File: src/rtl/ook_pkg.sv
package ook_pkg;

  // Width of the tick counter for one half pulse
  localparam int DUR_BITS = 16;
  localparam int FRAME_W  = 32;
  localparam int ADDR_W   = 5;
  localparam int DATA_W   = 32;

  // Item kinds
  localparam logic KIND_TICK  = 1'b0;
  localparam logic KIND_START = 1'b1;

  // Register map, byte address 4 * index
  typedef enum logic [2:0] {
    REG_DEVICE_CODE  = 3'd0,
    REG_REPEAT_COUNT = 3'd1,
    REG_SYNC_COUNT   = 3'd2,
    REG_SYNC_WIDTH   = 3'd3,
    REG_LONG_WIDTH   = 3'd4,
    REG_SHORT_WIDTH  = 3'd5
  } reg_idx_e;

  // Register reset values
  localparam logic [7:0]  RST_DEVICE_CODE  = 8'd0;
  localparam logic [7:0]  RST_REPEAT_COUNT = 8'd15;
  localparam logic [3:0]  RST_SYNC_COUNT   = 4'd5;
  localparam logic [15:0] RST_SYNC_WIDTH   = 16'd1000;
  localparam logic [15:0] RST_LONG_WIDTH   = 16'd490;
  localparam logic [15:0] RST_SHORT_WIDTH  = 16'd160;

  typedef struct packed {
    logic [7:0]  device_code;
    logic [7:0]  repeat_count;
    logic [3:0]  sync_count;
    logic [15:0] sync_width;
    logic [15:0] long_width;
    logic [15:0] short_width;
  } cfg_t;

  typedef struct packed {
    logic line_level;
    logic busy_res;
    logic start_taken;
  } res_t;

  // Sequencer status seen by the top level
  typedef struct packed {
    logic                sending;
    logic                high_phase;
    logic [DUR_BITS-1:0] ticks_left;
  } seq_status_t;

endpackage

File: src/rtl/ook_in_if.sv
interface ook_in_if;
  logic               valid;
  logic               ready;
  logic               kind;
  logic signed [11:0] temp_tenths;

  modport source (output valid, output kind, output temp_tenths, input ready);
  modport sink   (input valid, input kind, input temp_tenths, output ready);
endinterface

File: src/rtl/ook_out_if.sv
interface ook_out_if;
  logic valid;
  logic ready;
  logic line_level;
  logic busy_res;
  logic start_taken;

  modport source (output valid, output line_level, output busy_res, output start_taken,
                  input ready);
  modport sink   (input valid, input line_level, input busy_res, input start_taken,
                  output ready);
endinterface

File: src/rtl/ook_cfg_regs.sv
module ook_cfg_regs (
  input  logic                         clk,
  input  logic                         rst_n,
  input  logic                         psel,
  input  logic                         penable,
  input  logic                         pwrite,
  input  logic [ook_pkg::ADDR_W-1:0]   paddr,
  input  logic [ook_pkg::DATA_W-1:0]   pwdata,
  output logic [ook_pkg::DATA_W-1:0]   prdata,
  output logic                         pready,
  output ook_pkg::cfg_t                cfg
);
  import ook_pkg::*;

  cfg_t     cfg_r;
  reg_idx_e idx;
  logic     wr_en;

  assign idx    = reg_idx_e'(paddr[ADDR_W-1:2]);
  assign wr_en  = psel & penable & pwrite;
  assign pready = 1'b1;
  assign cfg    = cfg_r;

  // Register writes in the access phase
  always_ff @(posedge clk) begin
    if (!rst_n) begin
      cfg_r.device_code  <= RST_DEVICE_CODE;
      cfg_r.repeat_count <= RST_REPEAT_COUNT;
      cfg_r.sync_count   <= RST_SYNC_COUNT;
      cfg_r.sync_width   <= RST_SYNC_WIDTH;
      cfg_r.long_width   <= RST_LONG_WIDTH;
      cfg_r.short_width  <= RST_SHORT_WIDTH;
    end else if (wr_en) begin
      case (idx)
        REG_DEVICE_CODE:  cfg_r.device_code  <= pwdata[7:0];
        REG_REPEAT_COUNT: cfg_r.repeat_count <= pwdata[7:0];
        REG_SYNC_COUNT:   cfg_r.sync_count   <= pwdata[3:0];
        REG_SYNC_WIDTH:   cfg_r.sync_width   <= pwdata[15:0];
        REG_LONG_WIDTH:   cfg_r.long_width   <= pwdata[15:0];
        REG_SHORT_WIDTH:  cfg_r.short_width  <= pwdata[15:0];
        default: ;
      endcase
    end
  end

  // Read back
  always_comb begin
    case (idx)
      REG_DEVICE_CODE:  prdata = {24'd0, cfg_r.device_code};
      REG_REPEAT_COUNT: prdata = {24'd0, cfg_r.repeat_count};
      REG_SYNC_COUNT:   prdata = {28'd0, cfg_r.sync_count};
      REG_SYNC_WIDTH:   prdata = {16'd0, cfg_r.sync_width};
      REG_LONG_WIDTH:   prdata = {16'd0, cfg_r.long_width};
      REG_SHORT_WIDTH:  prdata = {16'd0, cfg_r.short_width};
      default:          prdata = '0;
    endcase
  end

endmodule

File: src/rtl/ook_frame_build.sv
module ook_frame_build (
  input  logic signed [11:0]             temp_tenths,
  input  logic [7:0]                     device_code,
  output logic [ook_pkg::FRAME_W-1:0]    frame
);
  import ook_pkg::*;

  localparam logic signed [11:0] TEMP_MIN    = -12'sd550;
  localparam logic signed [11:0] TEMP_MAX    = 12'sd1250;
  localparam logic [11:0]        TEMP_OFFSET = 12'd1280;
  localparam logic [7:0]         CSUM_BIAS   = 8'h88;

  function automatic logic [7:0] swap_nibbles(input logic [7:0] b);
    return {b[3:0], b[7:4]};
  endfunction

  logic signed [11:0] t_clip;
  logic [11:0]        scaled;
  logic [7:0]         hi_byte;
  logic [7:0]         lo_byte;
  logic [7:0]         sum;

  // Clip, offset, then checksum over nibble-swapped bytes
  always_comb begin
    if (temp_tenths < TEMP_MIN)      t_clip = TEMP_MIN;
    else if (temp_tenths > TEMP_MAX) t_clip = TEMP_MAX;
    else                             t_clip = temp_tenths;
    scaled  = $unsigned(t_clip) + TEMP_OFFSET;
    hi_byte = {4'd0, scaled[11:8]};
    lo_byte = scaled[7:0];
    sum     = CSUM_BIAS + swap_nibbles(lo_byte) + swap_nibbles(hi_byte)
              + swap_nibbles(device_code);
    frame   = {device_code, hi_byte, lo_byte, swap_nibbles(sum)};
  end

endmodule

File: src/rtl/ook_pulse_seq.sv
module ook_pulse_seq (
  input  logic                        clk,
  input  logic                        rst_n,
  input  logic                        take,
  input  logic                        kind,
  input  logic [ook_pkg::FRAME_W-1:0] frame_in,
  input  ook_pkg::cfg_t               cfg,
  output ook_pkg::res_t               res,
  output ook_pkg::seq_status_t        status
);
  import ook_pkg::*;

  localparam logic [31:0] DUR_CAP = {32{1'b1}} >> (32 - DUR_BITS);

  // Width of 0 counts as 1, anything above the counter range saturates
  function automatic logic [DUR_BITS-1:0] clamp_width(input logic [15:0] w);
    logic [31:0] v;
    v = {16'd0, w};
    if (v == 32'd0)   v = 32'd1;
    if (v > DUR_CAP)  v = DUR_CAP;
    return v[DUR_BITS-1:0];
  endfunction

  logic [FRAME_W-1:0]  frame_r,   frame_nxt;
  logic [7:0]          rep_r,     rep_nxt;
  logic [5:0]          pidx_r,    pidx_nxt;
  logic                high_r,    high_nxt;
  logic [DUR_BITS-1:0] ticks_r,   ticks_nxt;
  logic                sending_r, sending_nxt;

  logic        load;
  logic [4:0]  bit_idx;
  logic        cur_bit;
  logic [15:0] width;
  logic        copy_end;

  assign copy_end = ({1'b0, pidx_r} + 7'd1) >= ({3'd0, cfg.sync_count} + 7'd32);

  always_comb begin
    frame_nxt   = frame_r;
    rep_nxt     = rep_r;
    pidx_nxt    = pidx_r;
    high_nxt    = high_r;
    ticks_nxt   = ticks_r;
    sending_nxt = sending_r;
    load        = 1'b0;
    res         = '0;

    if (take) begin
      if (kind == KIND_START) begin
        // Start only from idle; a start while busy leaves time alone
        if (!sending_r) begin
          frame_nxt       = frame_in;
          rep_nxt         = (cfg.repeat_count == 8'd0) ? 8'd1 : cfg.repeat_count;
          pidx_nxt        = 6'd0;
          high_nxt        = 1'b0;
          sending_nxt     = 1'b1;
          load            = 1'b1;
          res.start_taken = 1'b1;
        end
        res.line_level = sending_nxt & high_nxt;
      end else if (sending_r) begin
        res.line_level = high_r;
        if (ticks_r > DUR_BITS'(1)) begin
          ticks_nxt = ticks_r - DUR_BITS'(1);
        end else begin
          ticks_nxt = '0;
          if (!high_r) begin
            high_nxt = 1'b1;
            load     = 1'b1;
          end else begin
            high_nxt = 1'b0;
            if (copy_end) begin
              pidx_nxt = 6'd0;
              rep_nxt  = rep_r - 8'd1;
              if (rep_nxt == 8'd0) sending_nxt = 1'b0;
              else                 load        = 1'b1;
            end else begin
              pidx_nxt = pidx_r + 6'd1;
              load     = 1'b1;
            end
          end
        end
      end
      res.busy_res = sending_nxt;
    end

    // Duration of the half pulse that begins now
    bit_idx = pidx_nxt[4:0] - {1'b0, cfg.sync_count};
    cur_bit = frame_nxt[~bit_idx];
    if (pidx_nxt < {2'd0, cfg.sync_count}) width = cfg.sync_width;
    else if (cur_bit)                      width = high_nxt ? cfg.short_width : cfg.long_width;
    else                                   width = high_nxt ? cfg.long_width : cfg.short_width;
    if (load) ticks_nxt = clamp_width(width);
  end

  always_ff @(posedge clk) begin
    if (!rst_n) begin
      frame_r   <= '0;
      rep_r     <= '0;
      pidx_r    <= '0;
      high_r    <= 1'b0;
      ticks_r   <= '0;
      sending_r <= 1'b0;
    end else begin
      frame_r   <= frame_nxt;
      rep_r     <= rep_nxt;
      pidx_r    <= pidx_nxt;
      high_r    <= high_nxt;
      ticks_r   <= ticks_nxt;
      sending_r <= sending_nxt;
    end
  end

  assign status.sending    = sending_r;
  assign status.high_phase = high_r;
  assign status.ticks_left = ticks_r;

endmodule

File: src/rtl/ook_sensor_frame_transmitter.sv
// On-off-keyed sensor frame transmitter. A start transfer (kind 1) latches a
// temperature in tenths of a degree and sends the 4-byte frame (device code,
// scaled high byte, scaled low byte, checksum) repeat_count times (once if 0), each
// copy led by sync_count sync pulses; every tick transfer (kind 0) advances the line
// by one tick and returns the level. Every input transfer gives exactly one result,
// valid in the output register from the next clock cycle. The block takes one item
// per clock cycle: the pulse sequencer's next state is combinational, and a new item
// is let in at the same edge as the waiting result leaves, so only a stalled
// consumer slows it. The user must write registers through the APB port only while
// idle; the block does not enforce this. The first transfer may follow reset directly.
module ook_sensor_frame_transmitter (
  input  logic                        clk,
  input  logic                        rst_n,
  ook_in_if.sink                      in_ch,
  ook_out_if.source                   out_ch,
  input  logic                        cfg_psel,
  input  logic                        cfg_penable,
  input  logic                        cfg_pwrite,
  input  logic [ook_pkg::ADDR_W-1:0]  cfg_paddr,
  input  logic [ook_pkg::DATA_W-1:0]  cfg_pwdata,
  output logic [ook_pkg::DATA_W-1:0]  cfg_prdata,
  output logic                        cfg_pready
);
  import ook_pkg::*;

  cfg_t               cfg;
  logic [FRAME_W-1:0] frame;
  res_t               res;
  seq_status_t        status;
  logic               take;
  logic               out_valid_r;
  res_t               out_res_r;

  ook_cfg_regs u_cfg (
    .clk     (clk),
    .rst_n   (rst_n),
    .psel    (cfg_psel),
    .penable (cfg_penable),
    .pwrite  (cfg_pwrite),
    .paddr   (cfg_paddr),
    .pwdata  (cfg_pwdata),
    .prdata  (cfg_prdata),
    .pready  (cfg_pready),
    .cfg     (cfg)
  );

  ook_frame_build u_frame (
    .temp_tenths (in_ch.temp_tenths),
    .device_code (cfg.device_code),
    .frame       (frame)
  );

  ook_pulse_seq u_seq (
    .clk      (clk),
    .rst_n    (rst_n),
    .take     (take),
    .kind     (in_ch.kind),
    .frame_in (frame),
    .cfg      (cfg),
    .res      (res),
    .status   (status)
  );

  // Input taken whenever the output register is free or being emptied
  assign in_ch.ready = ~out_valid_r | out_ch.ready;
  assign take        = in_ch.valid & in_ch.ready;

  // Output register
  always_ff @(posedge clk) begin
    if (!rst_n) begin
      out_valid_r <= 1'b0;
    end else if (take) begin
      out_valid_r <= 1'b1;
    end else if (out_ch.ready) begin
      out_valid_r <= 1'b0;
    end
  end

  always_ff @(posedge clk) begin
    if (take) out_res_r <= res;
  end

  assign out_ch.valid       = out_valid_r;
  assign out_ch.line_level  = out_res_r.line_level;
  assign out_ch.busy_res    = out_res_r.busy_res;
  assign out_ch.start_taken = out_res_r.start_taken;

  // Every accepted item leaves a result in the output register
  a_result_follows: assert property (@(posedge clk) disable iff (!rst_n)
    take |=> out_valid_r)
    else $error("accepted item left no result");

  // An accepted start always reports a message in progress
  a_start_busy: assert property (@(posedge clk) disable iff (!rst_n)
    out_valid_r && out_res_r.start_taken |-> out_res_r.busy_res)
    else $error("start taken without busy");

  // While sending, the half-pulse counter never sits at zero
  a_ticks_live: assert property (@(posedge clk) disable iff (!rst_n)
    status.sending |-> status.ticks_left != '0)
    else $error("tick counter empty while sending");

  // Idle line stays low
  a_idle_low: assert property (@(posedge clk) disable iff (!rst_n)
    !status.sending |-> !status.high_phase)
    else $error("high phase while idle");

endmodule

File: src/flat_wrapper.sv
// flat-port wrapper written by rule: the top's interface ports become plain ports
module ook_sensor_frame_transmitter_flat import ook_pkg::*;
  (clk, rst_n, cfg_psel, cfg_penable, cfg_pwrite, cfg_paddr, cfg_pwdata, cfg_prdata, cfg_pready, in_ch_valid, in_ch_kind, in_ch_temp_tenths, in_ch_ready, out_ch_valid, out_ch_line_level, out_ch_busy_res, out_ch_start_taken, out_ch_ready);
  ook_in_if in_ch_i ();
  ook_out_if out_ch_i ();
  input  logic clk;
  input  logic rst_n;
  input  logic cfg_psel;
  input  logic cfg_penable;
  input  logic cfg_pwrite;
  input  logic [ook_pkg::ADDR_W-1:0] cfg_paddr;
  input  logic [ook_pkg::DATA_W-1:0] cfg_pwdata;
  output logic [ook_pkg::DATA_W-1:0] cfg_prdata;
  output logic cfg_pready;
  input wire logic [$bits(in_ch_i.valid)-1:0] in_ch_valid;
  input wire logic [$bits(in_ch_i.kind)-1:0] in_ch_kind;
  input wire logic [$bits(in_ch_i.temp_tenths)-1:0] in_ch_temp_tenths;
  output wire logic [$bits(in_ch_i.ready)-1:0] in_ch_ready;
  output wire logic [$bits(out_ch_i.valid)-1:0] out_ch_valid;
  output wire logic [$bits(out_ch_i.line_level)-1:0] out_ch_line_level;
  output wire logic [$bits(out_ch_i.busy_res)-1:0] out_ch_busy_res;
  output wire logic [$bits(out_ch_i.start_taken)-1:0] out_ch_start_taken;
  input wire logic [$bits(out_ch_i.ready)-1:0] out_ch_ready;
  assign in_ch_i.valid = in_ch_valid;
  assign in_ch_i.kind = in_ch_kind;
  assign in_ch_i.temp_tenths = in_ch_temp_tenths;
  assign in_ch_ready = in_ch_i.ready;
  assign out_ch_valid = out_ch_i.valid;
  assign out_ch_line_level = out_ch_i.line_level;
  assign out_ch_busy_res = out_ch_i.busy_res;
  assign out_ch_start_taken = out_ch_i.start_taken;
  assign out_ch_i.ready = out_ch_ready;
  ook_sensor_frame_transmitter u_core (.clk(clk), .rst_n(rst_n), .in_ch(in_ch_i), .out_ch(out_ch_i), .cfg_psel(cfg_psel), .cfg_penable(cfg_penable), .cfg_pwrite(cfg_pwrite), .cfg_paddr(cfg_paddr), .cfg_pwdata(cfg_pwdata), .cfg_prdata(cfg_prdata), .cfg_pready(cfg_pready));
endmodule
File: config.mk
export PLATFORM = sky130hd
export DESIGN_NAME = ook_sensor_frame_transmitter_flat
export DESIGN_NICKNAME = d
export VERILOG_FILES = /design/src/rtl/ook_pkg.sv /design/src/rtl/ook_in_if.sv /design/src/rtl/ook_out_if.sv /design/src/rtl/ook_cfg_regs.sv /design/src/rtl/ook_frame_build.sv /design/src/rtl/ook_pulse_seq.sv /design/src/rtl/ook_sensor_frame_transmitter.sv /design/src/flat_wrapper.sv
export SDC_FILE = /design/constraint.sdc
export NUM_CORES = 1
export LEC_CHECK = 0
export BUFFER_PORTS_ARGS = -buffer_cell sky130_fd_sc_hd__buf_2
export CAP_MARGIN = 15
export CORE_ASPECT_RATIO = 1.25
export CORE_MARGIN = 5
export CORE_UTILIZATION = 24
export DETAILED_ROUTE_END_ITERATION = 16
export PLACE_DENSITY = 0.5
export SYNTH_ARGS = -nofsm -noshare
export SYNTH_HDL_FRONTEND = slang
export SYNTH_SLANG_ARGS = --single-unit
File: constraint.sdc
create_clock -name clk -period 7.2 [get_ports clk]
set_clock_uncertainty 0.15 [all_clocks]
set_input_delay 1.08 -clock clk [delete_from_list [all_inputs] [get_ports clk]]
set_output_delay 1.08 -clock clk [all_outputs]
set_load 0.1 [all_outputs]
# Yosys cells after proc, flatten, opt, wreduce, memory -nomap -nowiden

Index checks and enable logic that the tools add are counted.

Bits in registers: 136
Input port bits: 57
Output and inout port bits: 38
Logic and storage cells: 124

Add/sub/neg operators: 10
Order comparisons: 7
Eq/ne operators: 8
Multiplexer cells: 58
Bitwise logic cells: 7
Reductions and logical operators: 18

Operators with widths:

| kind                                                         | count |
|---|---|
| 2-to-1 mux 16 bit                                            | 11 |
| 2-to-1 mux 32 bit                                            | 4 |
| case mux 16 bit (6 select lines)                             | 1 |
| 2-to-1 mux 8 bit                                             | 7 |
| 2-to-1 mux 6 bit                                             | 7 |
| > comparator 32 x 16 -> 1 bit, second input constant         | 1 |
| 2-to-1 mux 1 bit                                             | 25 |
| 2-to-1 mux 12 bit                                            | 2 |
| adder 8 bit                                                  | 2 |
| > comparator 16 x 1 -> 1 bit, second input constant          | 1 |
| logical NOT 16 bit                                           | 1 |
| logical NOT 8 bit                                            | 2 |
| subtractor 16 x 1 -> 16 bit, second input constant           | 1 |
| adder 12 x 11 -> 12 bit, second input constant               | 1 |
| > comparator 12 bit, second input constant                   | 1 |
| less-than comparator 12 x 11 -> 1 bit, second input constant | 1 |
| AND reduction 2 bit                                          | 6 |
| nonzero test 2 bit                                           | 6 |
| adder 8 bit, first input constant                            | 1 |
| subtractor 8 x 1 -> 8 bit, second input constant             | 1 |
| adder 4 x 6 -> 7 bit, second input constant                  | 1 |
| adder 6 x 1 -> 7 bit, second input constant                  | 1 |
| greater-or-equal comparator 7 bit                            | 1 |
| adder 6 x 1 -> 6 bit, second input constant                  | 1 |
| 16 further kinds                                             | 22 |

# Depth between registers and ports, before layout

Depth in word-level cells: 20
Mapped depth: 26
Depth with buffers taken out: 24

# Hierarchy

From an unflattened synthesis, not the netlist that was laid out.

Cell total of the unflattened synthesis: 1003
Area, all modules: 8600.7 um^2

By module, submodules not included:

| module                       | times used | cells each | area an instance (um^2) | seq. area each (um^2) |
|---|---|---|---|---|
| ook_pulse_seq                | 1          | 545        | 4355.4                  | 1281.2 |
| ook_cfg_regs                 | 1          | 350        | 3335.7                  | 1361.3 |
| ook_frame_build              | 1          | 100        | 762.0                   | 0.0 |
| ook_sensor_frame_transmitter | 1          | 8          | 147.6                   | 110.1 |

# Worst setup path after synthesis

Ideal clock, no wire load.

Kind: register to register
Start: register u_core.out_valid_r (netlist: u_core.out_ch.valid)
End: register u_core.u_seq.ticks_r[0]
Setup time: 0.070 ns
Arrival: 7.114 ns
Required time: 6.980 ns
Setup slack: -0.134 ns
Stages on the path, launching flop included: 24
Buffers on the path: 4
Clock period less this slack: 7.334 ns
Cells stage by stage: dfxtp_1 nor2b_4 clkinv_1 nand3_2 buf_4 buf_2 and2_0 a21oi_1 ha_1 fa_1 clkbuf_1 clkinv_1 a211o_1 a31oi_1 nor4_1 o31ai_2 o32ai_4 xnor2_2 buf_6 mux2_2 a211oi_1 nand4_1 or4_1 a21oi_1

Word-level cells in the longest chain between the ends: 16
Elaborated cells between the ends (all ways): 26
Those cells by class: add/sub: 1; order compare: 2; eq/ne: 1; mux: 14; bitwise: 4; reduce/logical: 4

Ends and longest elaborated chain:

| element                                | line                               | text |
|---|---|---|
| start, declared                        | ook_sensor_frame_transmitter.sv:31 | `logic out_valid_r;` |
| start signal, assigned                 | ook_sensor_frame_transmitter.sv:71 | `out_valid_r <= 1'b0;` |
| start signal, assigned                 | ook_sensor_frame_transmitter.sv:73 | `out_valid_r <= 1'b1;` |
| start signal, assigned                 | ook_sensor_frame_transmitter.sv:75 | `out_valid_r <= 1'b0;` |
| inverter 1 bit (*)                     | ook_sensor_frame_transmitter.sv:65 | `assign in_ch.ready = ~out_valid_r \| out_ch.ready;` |
| bitwise OR 1 bit (*)                   | ook_sensor_frame_transmitter.sv:65 |  |
| via in_ch_ready                        | flat_wrapper.sv:18                 | `output wire logic [$bits(in_ch_i.ready)-1:0] in_ch_ready;` |
| bitwise AND 1 bit (*)                  | ook_sensor_frame_transmitter.sv:66 | `assign take = in_ch.valid & in_ch.ready;` |
| 2-to-1 mux 6 bit                       | ook_pulse_seq.sv:49                | `if (take) begin` |
| subtractor 5 x 4 -> 5 bit              | ook_pulse_seq.sv:89                | `bit_idx = pidx_nxt[4:0] - {1'b0, cfg.sync_count};` |
| inverter 5 bit                         | ook_pulse_seq.sv:90                | `cur_bit = frame_nxt[~bit_idx];` |
| binary-select mux 1 bit (select 5 bit) | ook_pulse_seq.sv:90                |  |
| 2-to-1 mux 1 bit (not written as such) | ook_pulse_seq.sv:90                |  |
| 2-to-1 mux 16 bit                      | ook_pulse_seq.sv:92                | `else if (cur_bit) width = high_nxt ? cfg.short_width : cfg.long_width;` |
| 2-to-1 mux 16 bit                      | ook_pulse_seq.sv:91                | `if (pidx_nxt < {2'd0, cfg.sync_count}) width = cfg.sync_width;` |
| logical NOT 16 bit                     | ook_pulse_seq.sv:19                | `if (v == 32'd0) v = 32'd1;` |
| 2-to-1 mux 16 bit                      | ook_pulse_seq.sv:19                |  |
| 2-to-1 mux 32 bit                      | ook_pulse_seq.sv:94                | `if (load) ticks_nxt = clamp_width(width);` |
| > comparator 32 x 16 -> 1 bit          | ook_pulse_seq.sv:20                | `if (v > DUR_CAP) v = DUR_CAP;` |
| 2-to-1 mux 16 bit                      | ook_pulse_seq.sv:20                |  |
| 2-to-1 mux 16 bit                      | ook_pulse_seq.sv:94                |  |
| end signal, assigned                   | ook_pulse_seq.sv:110               | `ticks_r <= ticks_nxt;` |
| end, declared                          | ook_pulse_seq.sv:28                | `logic [DUR_BITS-1:0] ticks_r, ticks_nxt;` |

The timed path passes the listed nets; every way through them passes the cells marked *. The select of a mux whose other input is x is not followed.
A chain may end at the register's enable or synchronous reset.

# Worst setup path in the final report

Start: register u_core.u_seq.pidx_r[0]
End: register u_core.u_seq.ticks_r[0]

Word-level cells in the longest chain between the ends: 20
Elaborated cells between the ends (all ways): 33
Those cells by class: add/sub: 3; order compare: 3; eq/ne: 1; mux: 21; bitwise: 1; reduce/logical: 4

Ends and longest elaborated chain:

| element                           | line                 | text |
|---|---|---|
| start, declared                   | ook_pulse_seq.sv:26  | `logic [5:0] pidx_r, pidx_nxt;` |
| start signal, assigned            | ook_pulse_seq.sv:108 | `pidx_r <= pidx_nxt;` |
| adder 6 x 1 -> 7 bit              | ook_pulse_seq.sv:37  | `assign copy_end = ({1'b0, pidx_r} + 7'd1) >= ({3'd0, cfg.sync_count} + 7'd32);` |
| greater-or-equal comparator 7 bit | ook_pulse_seq.sv:37  |  |
| 2-to-1 mux 6 bit                  | ook_pulse_seq.sv:73  | `if (copy_end) begin` |
| 2-to-1 mux 6 bit                  | ook_pulse_seq.sv:68  | `if (!high_r) begin` |
| 2-to-1 mux 6 bit                  | ook_pulse_seq.sv:64  | `if (ticks_r > DUR_BITS'(1)) begin` |
| 2-to-1 mux 6 bit                  | ook_pulse_seq.sv:62  | `end else if (sending_r) begin` |
| 2-to-1 mux 6 bit                  | ook_pulse_seq.sv:50  | `if (kind == KIND_START) begin` |
| 2-to-1 mux 6 bit                  | ook_pulse_seq.sv:49  |  |
| (+4 left out)                     | -                    |  |
| 2-to-1 mux 16 bit                 | ook_pulse_seq.sv:92  |  |
| 2-to-1 mux 16 bit                 | ook_pulse_seq.sv:91  |  |
| logical NOT 16 bit                | ook_pulse_seq.sv:19  |  |
| 2-to-1 mux 16 bit                 | ook_pulse_seq.sv:19  |  |
| 2-to-1 mux 32 bit                 | ook_pulse_seq.sv:94  |  |
| > comparator 32 x 16 -> 1 bit     | ook_pulse_seq.sv:20  |  |
| 2-to-1 mux 16 bit                 | ook_pulse_seq.sv:20  |  |
| 2-to-1 mux 16 bit                 | ook_pulse_seq.sv:94  |  |

Several ways; a longest one is shown, not always the timed one. The select of a mux whose other input is x is not followed.

==> flow_summary_export.csv <==
group,metric,value,unit
outcome,status,"finished, final reports clean",
cells_and_area,instances_no_fill,1566,
detailed_routing,first_pass_iters,4,
run,drv_cap,0,
sta,grt_setup_unrepaired,"false",
detailed_routing,wl_per_cell,16.1,um
setup_path,cp-start-kind,"flip-flop",
detailed_routing,first_iter_violations,382,
setup_path,critPathKind,"reg -> reg",
logic_synthesis,synth.distinct_cells,75,
logic_synthesis,post-synth-top-count-cell,"nand2_1",
floorplan,pin_count,95,
detailed_routing,wl,25.2,mm
sta,timing.setup.tns,0,ns
cells_and_area,fin_util,28.3,%
sta,hold_viol,0,
sta,timing.hold.ws,0.311,ns
clock_tree,clk_pin_slew,0.06,ns
sta,setup_viol,0,
logic_synthesis,synth_seq_cells,136,
detailed_routing,via_count,7383,
setup_path,critPathRequiredTime,7.40,ns
clock_tree,cts_buffers,17,
power,irDropWorstVdd,98.6,uV
place,dp_hpwl,18.2,mm
power,leakage,3.93,nW
setup_path,worstPathArrival,6.96,ns
setup_path,critPathSlowestCell,"fa_1",
logic_synthesis,ys_seq_area_share,32.9,%
clock_tree,cts_tree,"done",
hold_path,hp-class,"reg -> reg",
global_route,grt_usage,13.0,%
sta,fin_crit_sh,93.9,%
logic_synthesis,async_flop_share,0,%
global_route,antenna_found_initial,0,
global_route,grt_max_degree,68,
floorplan,fp-row-count,76,
detailed_routing,detail_route.vias_per_cell,4.71,
logic_synthesis,yosys.area.top_type,"dfxtp_1",
floorplan,dieArea,38700,sq um
cells_and_area,diodes,0,
logic_synthesis,ys_top_cells_by_count,"nand2_1, dfxtp_1, o21ai_0",
sta,finalMaxSlewViolations,0,
floorplan,start_util,24.3,%
cells_and_area,drive_gt1_share,14.7,%
clock_tree,cts_sinks,136,
global_route,overflow,0,
detailed_routing,drc,0,
logic_synthesis,synth_cells,1034,
place,dp.cells,1535,
logic_synthesis,synth_area,8360,sq um
clock_tree,cts_setup_buffers,0,
floorplan,die_x,177,um
global_route,grt_pass1_vias,7171,
clock_tree,htree_levels,4,
sta,slew_headroom,37.2,%
detailed_routing,detail-route-antenna-nets,0,
clock_tree,cts_buffer_depth,2,
sta,worstMarginPinSlew,0.941,ns
logic_synthesis,synth_area_leaders,"dfxtp_1, nand2_1, mux2i_1",
logic_synthesis,synth-edff-count,3,
clock_tree,insertion_delay,0.43,ns
setup_path,cp_num_buf_inv,2,
floorplan,die_height,219,um
logic_synthesis,ys.flop_type,"dfxtp_1",
setup_path,cp_top_family,"compound AO/OA/AOI/OAI gates",
setup_path,critPathMaxStageDelay,0.53,ns
global_route,grt_first_pass_wirelength,39.6,mm
setup_path,crit_path_max_fanout,9,
floorplan,core,34400,sq um
cells_and_area,nets,1177,
setup_path,cp_common_cell,"ha_1",
cells_and_area,syn2layout_area_growth,16.7,%
place,portBuffers,59,
power,p_per_area,209,nW/um^2
power,totalPowerFinal,0.00204,W
logic_synthesis,synth_top_area_share,31.8,%
logic_synthesis,ys_warn_count,0,
place,routabilityCongestion,0.792,
setup_path,end_kind,"flip-flop",
sta,min_period,6.76,ns
clock_tree,cts_root_buf,"clkbuf_16",
sta,fmax,0.148,GHz
logic_synthesis,syn_area_per_cell,8.09,sq um
==> layer usage <==
| metal | wire (um) | global-route usage, % |
|---|---|---|
| met1 | 11100 | 16.0 |
| met2 | 12800 | 23.0 |
| met3 | 871 | 2.46 |
| met4 | 496 | 4.13 |
| met5 | 0 | 0 |
==> where the power goes <==
group | total (W) | internal (W) | switching [W] | leakage [nW]
logic | 0.000407 | 0.000137 | 0.000270 | 2.56
clock network | 0.000833 | 0.000482 | 0.000351 | 0.259
registers | 0.000797 | 0.000778 | 0.0000195 | 1.11
==> kinds of logic (layout without fill, tap and decap cells) <==
group,count (synthesis),after routing,synth area share [%]
compound gates,258,258,20.3
fa+ha+maj,34,34,5.53
other cells,2,17,0.0898
xor+xnor,24,24,2.99
buf+inv,103,152,5.56
simple gates,413,413,23.9
mux,64,64,8.68
flops,136,136,32.9
==> per-stage QoR <==
stage | worst slack (ns) | instance area, sq um
floorplan | 0.371 | 8420
detailed placement | 0.111 | 9200
global placement | 0.0644 | 9200
CTS | 0.275 | 9750
finish | 0.440 | 9760
global route | 0.0495 | 9760
==> sequential cells by signal, summed over array words and instances, names as in the netlist, 6 cells and up <==
register	cells
u_core.u_seq.pidx_r	6
u_core.u_seq.rep_r	8
u_core.u_seq.frame_r	32
u_core.u_seq.ticks_r	16
u_core.u_cfg.cfg	68
==> layout make-up <==
type	count	area [sq um]
clock inverter	11	98.8
sequential	136	2750
clock buffer	20	447
timing repair buffer	92	546
fill	3808	24700
inverter	29	110
multi-input combinational	810	5220
tap	468	586
==> worst paths after layout <==
check                           cells after the start                  endpoint  slack [ns]                startpoint
worst max register to register                     26   u_core.u_seq.ticks_r[0]        0.44    u_core.u_seq.pidx_r[0]
worst max-delay path                               26   u_core.u_seq.ticks_r[0]        0.44    u_core.u_seq.pidx_r[0]
worst min-delay path                                2  u_core.u_seq.frame_r[17]        0.31  u_core.u_seq.frame_r[17]
worst min register to register                      2  u_core.u_seq.frame_r[17]        0.31  u_core.u_seq.frame_r[17]
==> placed cells by master, fill, tap and decap left out, types with 11 or more instances in the layout <==
cell / instances
a21oi_1: 49
buf_4: 34
dfxtp_1: 133
nor3_1: 11
clkbuf_16: 17
nand2b_1: 11
conb_1: 17
inv_1: 26
nor2_1: 51
ha_1: 29
a22oi_1: 11
mux2i_1: 44
o21ai_0: 65
nand2_1: 178
nor2b_1: 38
a21boi_0: 54
xor2_1: 11
nand3_1: 44
mux2_2: 14
and2_1: 28
buf_2: 58
==> repair_timing <==
action,4_1_cts,5_1_grt
endpoints found under the setup margin,0,1
hold buffers,0,0
gates resized for setup,0,1
==> worst reg2reg max path: stages, from the launching register on <==
cell      delay, ns
dfxtp_1        0.43
ha_1           0.30
xor2_1         0.19
ha_1           0.25
o21a_1         0.16
a211oi_1       0.28
o22ai_1        0.13
or3_1          0.46
nor2_1         0.11
a21oi_1        0.08
ha_1           0.25
fa_1           0.53
buf_4          0.20
mux2i_1        0.20
nand2_1        0.06
o21ai_0        0.15
a41o_1         0.12
nor4_1         0.06
o31ai_2        0.33
o32ai_4        0.21
xnor2_4        0.33
buf_4          0.24
mux2i_1        0.24
o21ai_1        0.18
or4_1          0.53
or4_1          0.41
a21oi_1        0.13
No activity file was read; power rests on OpenSTA's default activity.
